$ cat config.mk
export PLATFORM = sky130hd
export DESIGN_NAME = signed_value_to_seven_segment
export DESIGN_NICKNAME = d
export VERILOG_FILES = /design/src/sv/svseg_pkg.sv /design/src/sv/signed_value_to_seven_segment.sv
export VERILOG_INCLUDE_DIRS = /design/src /design/src/sv
export SDC_FILE = /design/constraint.sdc
export NUM_CORES = 1
export LEC_CHECK = 0
export BUFFER_PORTS_ARGS = -buffer_cell sky130_fd_sc_hd__buf_4
export CAP_MARGIN = 10
export CORE_MARGIN = 10
export CORE_UTILIZATION = 42
export DETAILED_ROUTE_END_ITERATION = 8
export PLACE_DENSITY_LB_ADDON = 0.1
export SYNTH_ARGS = -nofsm -noshare
export SYNTH_HDL_FRONTEND = slang
export SYNTH_SLANG_ARGS = --single-unit
$ cat constraint.sdc
create_clock -name clk -period 19 [get_ports clk]
set_clock_uncertainty 0.1 [all_clocks]
set_input_delay 1.9 -clock clk [delete_from_list [all_inputs] [get_ports clk]]
set_output_delay 1.9 -clock clk [all_outputs]
set_load 0.01 [all_outputs]
$ cat src/sv/signed_value_to_seven_segment_defines.svh
// Assertion macros for the signed value to seven-segment block.
// Used by the top level only; expects clk and rst in scope.
`ifndef SIGNED_VALUE_TO_SEVEN_SEGMENT_DEFINES_SVH
`define SIGNED_VALUE_TO_SEVEN_SEGMENT_DEFINES_SVH

// Same-cycle implication, disabled while in reset.
`define SVSEG_ASSERT_NOW(lbl, ante, cons) \
  lbl: assert property (@(posedge clk) disable iff (rst) (ante) |-> (cons)) \
    else $error("svseg same-cycle check failed");

// Next-cycle implication, disabled while in reset.
`define SVSEG_ASSERT_NEXT(lbl, ante, cons) \
  lbl: assert property (@(posedge clk) disable iff (rst) (ante) |=> (cons)) \
    else $error("svseg next-cycle check failed");

`endif

$ cat src/sv/svseg_pkg.sv
// Package for the signed value to seven-segment block: word types, glyph
// constants and the conversion functions. No dependencies.
`timescale 1ns / 1ps
`default_nettype none

package svseg_pkg;

  localparam int MAG_W = 14;
  localparam int BCD_W = 16;

  localparam logic [MAG_W-1:0] MAX_SHOWN   = MAG_W'(9999);
  localparam logic [7:0]       MINUS_GLYPH = 8'h40;
  localparam logic [7:0]       DOT_BIT     = 8'h80;

  typedef struct packed {
    logic signed [15:0] value;
    logic               decimal_point;
  } svseg_in_t;

  typedef struct packed {
    logic [7:0] digit0_segments;
    logic [7:0] digit1_segments;
    logic [7:0] digit2_segments;
    logic [7:0] digit3_segments;
  } svseg_out_t;

  function automatic logic [7:0] glyph(input logic [3:0] nib);
    logic [7:0] g;
    unique case (nib)
      4'h0: g = 8'h3F;
      4'h1: g = 8'h06;
      4'h2: g = 8'h5B;
      4'h3: g = 8'h4F;
      4'h4: g = 8'h66;
      4'h5: g = 8'h6D;
      4'h6: g = 8'h7D;
      4'h7: g = 8'h07;
      4'h8: g = 8'h7F;
      4'h9: g = 8'h6F;
      4'hA: g = 8'h5F;
      4'hB: g = 8'h7C;
      4'hC: g = 8'h58;
      4'hD: g = 8'h5E;
      4'hE: g = 8'h7B;
      4'hF: g = 8'h71;
    endcase
    return g;
  endfunction

  // Segments a..c trade places with d..f; middle and dot stay.
  function automatic logic [7:0] rotate_glyph(input logic [7:0] a);
    return {a[7:6], a[2:0], a[5:3]};
  endfunction

  // Shift-and-add-3 over a magnitude that is already below 10000.
  function automatic logic [BCD_W-1:0] to_bcd(input logic [MAG_W-1:0] bin);
    logic [BCD_W-1:0] bcd;
    bcd = '0;
    for (int i = 0; i < MAG_W; i++) begin
      for (int k = 0; k < BCD_W / 4; k++) begin
        if (bcd[4*k +: 4] >= 4'd5) begin
          bcd[4*k +: 4] = bcd[4*k +: 4] + 4'd3;
        end
      end
      bcd = {bcd[BCD_W-2:0], bin[MAG_W-1-i]};
    end
    return bcd;
  endfunction

endpackage

`default_nettype wire

$ cat src/sv/signed_value_to_seven_segment.sv
// Signed value to four seven-segment bytes, with optional 180-degree flip.
// Each accepted word is held in the input register, then in the result register.
// Throughput: one word per cycle; the input register and the result register
// form a two-stage pipeline that advances whenever the result side can take.
// Reset (synchronous, rst high) empties both stages and clears flip_180.
`timescale 1ns / 1ps
`default_nettype none
`include "signed_value_to_seven_segment_defines.svh"

module signed_value_to_seven_segment
  import svseg_pkg::*;
(
  input  wire logic       clk,
  input  wire logic       rst,
  input  wire logic       cfg_write,
  input  wire logic       cfg_data,
  input  wire logic       in_valid,
  output logic            in_ready,
  input  wire svseg_in_t  in_data,
  output logic            out_valid,
  input  wire logic       out_ready,
  output svseg_out_t      out_data
);

  logic             flip_180;

  logic             s1_valid;
  logic             s1_neg;
  logic             s1_dp;
  logic [MAG_W-1:0] s1_mag;

  logic             advance;
  logic             neg_in;
  logic [15:0]      mag_in;
  logic [MAG_W-1:0] sat_in;

  logic [BCD_W-1:0] bcd;
  logic [7:0]       d0, d1, d2, d3;
  svseg_out_t       out_data_next;

  assign advance  = !out_valid || out_ready;
  assign in_ready = !s1_valid || advance;

  // Magnitude of -32768 is 0x8000 as an unsigned 16-bit value.
  assign neg_in = in_data.value[15];
  assign mag_in = neg_in ? 16'(-in_data.value) : 16'(in_data.value);
  assign sat_in = (mag_in > 16'(MAX_SHOWN)) ? MAX_SHOWN : mag_in[MAG_W-1:0];

  always_ff @(posedge clk) begin
    if (rst) begin
      flip_180 <= 1'b0;
    end else if (cfg_write) begin
      flip_180 <= cfg_data;
    end
  end

  always_ff @(posedge clk) begin
    if (rst) begin
      s1_valid <= 1'b0;
    end else if (in_ready) begin
      s1_valid <= in_valid;
    end
  end

  always_ff @(posedge clk) begin
    if (in_ready && in_valid) begin
      s1_neg <= neg_in;
      s1_dp  <= in_data.decimal_point;
      s1_mag <= sat_in;
    end
  end

  always_comb begin
    bcd = to_bcd(s1_mag);
    d0  = s1_neg ? MINUS_GLYPH : glyph(bcd[15:12]);
    d1  = glyph(bcd[11:8]) | (s1_dp ? DOT_BIT : 8'h00);
    d2  = glyph(bcd[7:4]);
    d3  = glyph(bcd[3:0]);
    if (flip_180) begin
      out_data_next.digit0_segments = rotate_glyph(d3);
      out_data_next.digit1_segments = rotate_glyph(d2);
      out_data_next.digit2_segments = rotate_glyph(d1);
      out_data_next.digit3_segments = rotate_glyph(d0);
    end else begin
      out_data_next.digit0_segments = d0;
      out_data_next.digit1_segments = d1;
      out_data_next.digit2_segments = d2;
      out_data_next.digit3_segments = d3;
    end
  end

  always_ff @(posedge clk) begin
    if (rst) begin
      out_valid <= 1'b0;
    end else if (advance) begin
      out_valid <= s1_valid;
    end
  end

  always_ff @(posedge clk) begin
    if (advance && s1_valid) begin
      out_data <= out_data_next;
    end
  end

  `SVSEG_ASSERT_NEXT(a_stage_moves, advance && s1_valid, out_valid)
  `SVSEG_ASSERT_NEXT(a_stage_holds, s1_valid && !advance, s1_valid)
  `SVSEG_ASSERT_NEXT(a_minus_left, advance && s1_valid && s1_neg && !flip_180,
                     out_data.digit0_segments == MINUS_GLYPH)
  `SVSEG_ASSERT_NOW(a_outer_no_dot, out_valid,
                    !out_data.digit0_segments[7] && !out_data.digit3_segments[7])

endmodule

`default_nettype wire

==> results of run 1 <==
-- cells by family (layout without fill, tap and decap cells) --
| logic type | count (synthesis) | after routing | share of synthesized area (%) |
|---|---|---|---|
| adders and majority gates | 48 | 48 | 7.86 |
| muxes | 49 | 49 | 7.03 |
| and+or+nand+nor | 354 | 354 | 23.7 |
| DFF | 49 | 49 | 19.0 |
| xor gates and xnor gates | 35 | 35 | 4.49 |
| AOI/OAI and AO/OA | 324 | 324 | 32.6 |
| other | 1 | 2 | 0.0493 |
| buffers and inverters | 97 | 119 | 5.28 |
-- metrics by stage --
| step | utilization (%) | setup WS (ps) | hold WS (ps) | cells |
|---|---|---|---|---|
| 3_3_place_gp | 45.4 | 6210 | 404 | 1201 |
| 5_1_grt | 46.3 | 4460 | 479 | 1209 |
| 3_5_place_dp | 45.4 | 6110 | 405 | 1201 |
| 6_report | 46.3 | 5960 | 419 | 1209 |
| 2_1_floorplan | - | 7970 | 378 | 958 |
| 4_1_cts | 46.3 | 6040 | 420 | 1209 |
-- sequential cells by signal, indices dropped and copies added, names as in the netlist --
register,flops
flip_180,1
out_data,30
out_valid,1
s1_dp,1
s1_mag,14
s1_neg,1
s1_valid,1
-- worst max-delay path, delay by kind of cell (launching register included) --
| kind | cells | cell delay (ps) |
|---|---|---|
| AOI/OAI and AO/OA | 14 | 3810 |
| and+or+nand+nor | 17 | 3540 |
| buffers and inverters | 6 | 910 |
| xor gates and xnor gates | 3 | 700 |
| muxes | 2 | 870 |
| adders and majority gates | 10 | 2430 |
| DFF | 1 | 470 |
-- cells in the mapped netlist (all sizes together) (7+ instances only) --
cell	instances	area share [%]
o32ai	10	1.3
and2	20	1.7
a221o	7	0.92
nor3	26	1.8
o31ai	17	1.7
clkbuf	28	1.4
nand3	33	2.2
edfxtp	46	18
o22ai	11	1.1
nand4	10	0.82
nand2b	11	0.90
a211o	7	0.81
nand2	84	4.2
nor2	91	4.5
or2	12	0.99
a211oi	27	3.0
buf	16	1.3
inv	51	2.5
and3	12	0.99
a21oi	55	3.8
mux2	13	2.1
nor2b	10	0.82
a311oi	10	1.3
o211ai	11	1.2
ha	47	7.7
a31oi	14	1.2
xor2	14	1.6
xnor2	19	2.3
o21ai	48	3.2
or3	18	1.7
mux2i	36	4.9
a21o	13	1.3
-- cell type report --
class / count / area [sq um] / area share [%]
multi-input combinational: 812 / 5770 / 69.7
clock inverter: 3 / 25.0 / 0.302
inverter: 53 / 199 / 2.40
sequential: 49 / 1440 / 17.4
clock buffer: 5 / 125 / 1.51
tap: 229 / 287 / 3.46
timing repair buffer: 58 / 435 / 5.26
-- path summary, 6_finish.rpt --
path                        to  slack, ps  depth (start not counted)        from
setup / recovery  out_data[17]       5960                         52  s1_mag[12]
hold / removal       out_valid        420                          2    s1_valid
setup reg to reg  out_data[17]       5960                         52  s1_mag[12]
hold reg to reg      out_valid        420                          2    s1_valid
-- per-layer routing --
layer	global-route usage, %	share of wire, %	routed length, microns
met1	21.7	50	9330
met2	23.8	45	8470
met3	1.69	3.9	737
met4	2.83	0.69	129
met5	0	0	0
==> flow_summary.ini, run 1 <==
[run_status]
run_status = complete, no violations

[placed_design]
hpwl_microns = 14700
placed_cell_area_sq_um = 8130
port_buffers = 54
gp_congestion = 0.831

[clock_network]
tritoncts = yes
insertion_delay_ps = 300
cts.sinks = 49
htreeDepth = 2
clockBufferDepth = 2
cts.clk_slew.worst_paths_ps = 70
root_buffer = clkbuf_16
cts_made_buffers = 5
cts_setup_buffers = 0
cts_resized = 0
cts_hold_buf = 0

[worst_setup_path]
crit_required_ps = 19010
cp-end-kind = flip-flop
arrival_ps = 13050
crit_path_max_incr_delay_ps = 650
crit_type = flip-flop to flip-flop
crit_path_top_delay_cell = mux2i_1
cpMostUsedCell = ha_1
start_kind = flip-flop
cp_max_fo = 11

[synth]
async_reset_ff_share_pct = 0
syn_inst = 957
syn_avg_cell_area_sq_um = 7.95
synthFlopType = edfxtp_1
yosys_warnings = 0
ys_ff_latch = 49
synth_area_sq_um = 7600
ys_types = 112
synth_edf_count = 46
yosysSeqAreaShare_pct = 19.0

[job]
cap_violations = 0

[drt]
drtPass1Iterations = 6
drt-vias-per-instance = 6.01
wl_per_cell_microns = 15.4
totalWireLength_microns = 18700
via_count = 7263
remaining_drc_errors = 0
ant_nets = 0
drt_iter0_markers = 563

[floorplanning]
die_y_microns = 155
num_io_pins = 57
start_util_pct = 42.5
coreArea_sq_um = 17900
die_x_microns = 155
die_area_sq_um = 23900
std_cell_rows = 49

[grt]
grt_usage_pct = 15.1
grt_pass1_wl_microns = 31800
grt.overflow.total = 0
grt_max_degree = 31
grt_pass1_vias = 6549
antenna_found_initial = 0

[layout]
final_cell_mix = 90 x nor2_1, 83 x nand2_1, 58 x buf_4
final_common_cell = nor2_1
num_antenna_cells = 0
fin_nets = 1049
drive_gt1_share_pct = 13.9
final_area_sq_um = 8280
syn_to_final_growth_pct = 8.88
fillers = 1798

[sta]
finalSetupViolCount = 0
maxSlewViolCount = 0
fin_crit_sh_pct = 68.6
max_freq_mhz = 76.7
worst_slew_pin_slew_ps = 1010
fin_crit_ps = 13040
finalHoldViolCount = 0
setup_tns_ps = 0
rsz0062_at_grt = no
max-slew-margin-rel_pct = 30.4

[worst_hold_path]
hold_path.class = flip-flop to flip-flop
Power of run 1 is not shown: default switching activity piles up to over one toggle a cycle in this logic, so the estimate is an artifact.
==> inputs of run 2 (changes only) <==
- clock period: 19 -> 11.6 ns (I/O delays scaled with it)
==> run 2 against run 1 <==
Core utilization increased by 2.9 points; hold slack improved by 4.0 ps; fmax increased by 20%; critical path type unchanged.
==> flow_summary.ini, run 2 (synthesis results as in run 1) <==
[clock_network]
htreeDepth = 2
clockBufferDepth = 2
cts_hold_buf = 0
root_buffer = clkbuf_16
cts_made_buffers = 5
insertion_delay_ps = 310
cts.clk_slew.worst_paths_ps = 70
tritoncts = yes
cts.sinks = 49

[job]
cap_violations = 0

[worst_setup_path]
path_delay_family = compound AO/OA/AOI/OAI gates
cpMostUsedCell = ha_1
cp_max_fo = 9
crit_required_ps = 11510
arrival_ps = 10800
crit_buf_inv = 8
crit_path_max_incr_delay_ps = 530
crit_path_top_delay_cell = or4_1
start_kind = flip-flop
crit_type = flip-flop to flip-flop
cp-end-kind = flip-flop

[sta]
maxSlewViolCount = 0
max_freq_mhz = 91.8
fin_crit_ps = 10890
max-slew-margin-rel_pct = 30.7
fin_crit_sh_pct = 93.9
finalSetupViolCount = 0
worst_slew_pin_slew_ps = 1010
setup_tns_ps = 0
finalHoldViolCount = 0

[drt]
ant_nets = 0
wl_per_cell_microns = 15.6
drtPass1Iterations = 5
remaining_drc_errors = 0
drt_iter0_markers = 712
via_count = 7515
totalWireLength_microns = 19500
drt-vias-per-instance = 5.99

[grt]
grt_pass1_vias = 6735
grt_pass1_wl_microns = 32300
grt_usage_pct = 15.3
antenna_found_initial = 0
grt_max_degree = 31
grt.overflow.total = 0

[placed_design]
place_inst = 1232
port_buffers = 54
gp_congestion = 0.832
hpwl_microns = 15000
placed_cell_area_sq_um = 8360

[layout]
largestRegisters = out_data (30), s1_mag (14)
fin_nets = 1095
final_area_sq_um = 8790
drive_gt1_share_pct = 20.2
num_antenna_cells = 0
final_common_cell = buf_4
fillers = 1775
multi_input_area_sq_um = 5930
regArea_sq_um = 1440
syn_to_final_growth_pct = 15.6
regMostFlops = out_data
final_cell_mix = 104 x buf_4, 89 x nor2_1, 83 x nand2_1
largest_reg_flops = 30
fin_cells = 1255

[run_status]
run_status = complete, no violations

[worst_hold_path]
hold_path.class = flip-flop to flip-flop

[floorplanning]
start_util_pct = 42.5
std_cell_rows = 49
die_area_sq_um = 23900
num_io_pins = 57
die_y_microns = 155
coreArea_sq_um = 17900
die_x_microns = 155
## run 2: cell types whose count changed in the layout (fill, tap and decap cells not counted), moves of 2 or more
cell	before	now
ha_1	47	42
buf_4	58	104
a211oi_1	22	20
and2_2	0	2
ha_2	0	5
a21boi_0	5	2
and2_1	18	15
a21boi_1	0	3
o311ai_1	4	2
xnor2_1	18	16
nor2b_1	9	7
xnor2_2	1	3
## run 2: final cells by class
class / count / share of cell area, %
multi-input combinational: 812 / 67.5
sequential: 49 / 16.4
timing repair buffer: 104 / 8.88
tap: 229 / 3.26
inverter: 53 / 2.26
clock buffer: 5 / 1.42
clock inverter: 3 / 0.285
## run 2: through the flow
stage	utilization (%)	hold WS, ps	worst slack (ps)
floorplan	-	378	567
global placement	46.7	403	115
detailed placement	46.7	412	-192
CTS	47.7	427	54.2
global route	49.1	464	-92.5
finish	49.1	423	708
## run 2: what timing repair did
action | 4_1_cts | 5_1_grt
resized for setup | 2 | 36
setup buffers | 2 | 13
pin swaps | 2 | 7
endpoints found under the setup margin | 7 | 28
## run 2: routing by layer
layer  up-vias  routed length [microns]  track usage, %
met2       170                     9040            24.9
met3        15                      715            1.97
met4         0                      167            3.06
met1      3528                     9610            21.2
li1       3802                        -               -
met5         -                        0               0
## run 2: final timing paths
check | depth (start not counted) | start | slack (ps) | endpoint
worst max register to register | 52 | s1_mag[12] | 710 | out_data[22]
worst min-delay path | 2 | s1_valid | 420 | out_valid
worst max-delay path | 52 | s1_mag[12] | 710 | out_data[22]
worst min register to register | 2 | s1_valid | 420 | out_valid
## run 2: worst reg2reg max path: cells and delay by family, from the launching register on
| family | cells | cell delay (ps) |
|---|---|---|
| XOR/XNOR | 3 | 540 |
| AND/OR/NAND/NOR | 11 | 2560 |
| adder cells (fa/ha/maj) | 9 | 2130 |
| buffers and inverters | 8 | 920 |
| AO/OA/AOI/OAI | 17 | 2980 |
| flip-flops | 1 | 440 |
| multiplexers | 4 | 920 |
Power of run 2 is left out for the same reason.
==> inputs of run 3 (changes only) <==
- PLACE_DENSITY: unset -> 0.72
- PLACE_DENSITY_LB_ADDON: 0.1 -> unset
- RECOVER_POWER: unset -> 50
==> run 3 against run 2 <==
The flow now finishes with violations (capacitance limit, slew limit); clock-buffer cell count is the same; routed wire length decreased by 4.3%; highest routed layer unchanged; hold slack worse by 6.2 ps; core utilization is 1.3 points lower; via count shrank 0.37%; cell count fell by 1.2%.
==> flow_summary.ini, run 3 (synthesis results as in run 1) <==
[placed_design]
placed_cell_area_sq_um = 8270
gp_congestion = 0.889
hpwl_microns = 14300
port_buffers = 54

[worst_setup_path]
crit_required_ps = 11670
crit_type = flip-flop to flip-flop
cp-end-kind = flip-flop
cp_max_fo = 8
start_kind = flip-flop
rrSetupSlack_ps = 600
crit_path_max_incr_delay_ps = 500
path_delay_family = compound AO/OA/AOI/OAI gates
crit_path_top_delay_cell = edfxtp_1
crit_buf_inv = 11
cpMostUsedCell = ha_1
arrival_ps = 11070

[drt]
drtPass1Iterations = 7
remaining_drc_errors = 0
via_count = 7487
totalWireLength_microns = 18700
drt-vias-per-instance = 6.04
wl_per_cell_microns = 15.1
m1WireLength_microns = 8610
top_layer_used = met4
ant_nets = 0
drt_iter0_markers = 780
wl_met3_microns = 913
met2WireLength_microns = 8980

[clock_network]
cts_hold_buf = 0
clockBufferDepth = 2
htreeDepth = 2
insertion_delay_ps = 300
root_buffer = clkbuf_16
cts_made_buffers = 5
tritoncts = yes
cts.sinks = 49
cts.clk_slew.worst_paths_ps = 70

[floorplanning]
num_io_pins = 57
std_cell_rows = 49
die_y_microns = 155
coreArea_sq_um = 17900
die_x_microns = 155
die_area_sq_um = 23900
start_util_pct = 42.5

[sta]
finalHoldViolCount = 0
maxSlewViolCount = 31
finalSetupViolCount = 0
max_freq_mhz = 90.9
worst_slew_pin_slew_ps = 1570
fin_crit_sh_pct = 94.9
max-slew-margin-rel_pct = -4.91
fin_crit_ps = 11000
setup_tns_ps = 0
rsz0062_at_grt = yes

[job]
cap_violations = 1

[layout]
syn_to_final_growth_pct = 12.5
fin_nets = 1080
final_common_cell = nor2_1
largest_reg_flops = 30
final_area_sq_um = 8560
drive_gt1_share_pct = 16.2
largestRegisters = out_data (30), s1_mag (14)
num_antenna_cells = 0
regMostFlops = out_data
final_cell_mix = 89 x nor2_1, 83 x nand2_1, 58 x buf_4

[run_status]
violations = capacitance limit, slew limit
run_status = finished, violations left

[grt]
grt_pass1_wl_microns = 31000
grt_usage_pct = 14.6
antenna_found_initial = 0
grt.overflow.total = 0
grt_max_degree = 31
grt_pass1_vias = 6716

[worst_hold_path]
hold_path.class = flip-flop to flip-flop
==> run 3: changes by cell type in the layout (fill, tap and decap cells not counted), moves of 2 or more <==
cell       change
clkbuf_4       +3
clkbuf_1      +28
buf_4         -46
bufinv_16      +2
==> run 3: final timing paths <==
check             start           to  cells after the start
max reg2reg  s1_mag[11]  out_data[9]                     54
min reg2reg    s1_valid    out_valid                      2
min            s1_valid    out_valid                      2
max          s1_mag[11]  out_data[9]                     54
==> run 3: timing repair <==
item,4_1_cts,5_1_grt
cloned,0,0
pin swaps,1,11
gates resized for setup,1,31
setup endpoints to repair,6,28
buffers inserted,1,12
==> run 3: worst register-to-register path: cells and delay by family (launching register included) <==
kind                     cells  cell delay [ps]
AO/OA/AOI/OAI               18             3970
XOR/XNOR                     3              430
flip-flops                   1              500
multiplexers                 2              590
buffers and inverters       11             1060
adder cells (fa/ha/maj)     10             2150
AND/OR/NAND/NOR             10             2070
==> run 3: area by class of cell <==
class	count	area (sq um)
sequential	49	1440
clock inverter	3	65.1
tap	229	287
fill	1733	9340
timing repair buffer	89	563
inverter	53	199
multi-input combinational	812	5880
clock buffer	5	125
==> run 3: through the flow <==
stage          worst slack (ps)  instances  utilization, %  hold slack, ps
3_5_place_dp              -87.8       1219            46.2             402
3_3_place_gp                338       1219            46.2             397
5_1_grt                    -188       1240            47.8             448
6_report                    596       1240            47.8             417
2_1_floorplan               567        958               -             378
4_1_cts                    20.2       1228            47.3             414
==> run 3: per-layer routing <==
layer / track usage [%] / vias to the layer above
met1: 19.2 / 3454
met3: 2.11 / 18
met4: 3.28 / 0
met2: 24.7 / 221
met5: 0 / -
li1: - / 3794
Power of run 3 is left out for the same reason.
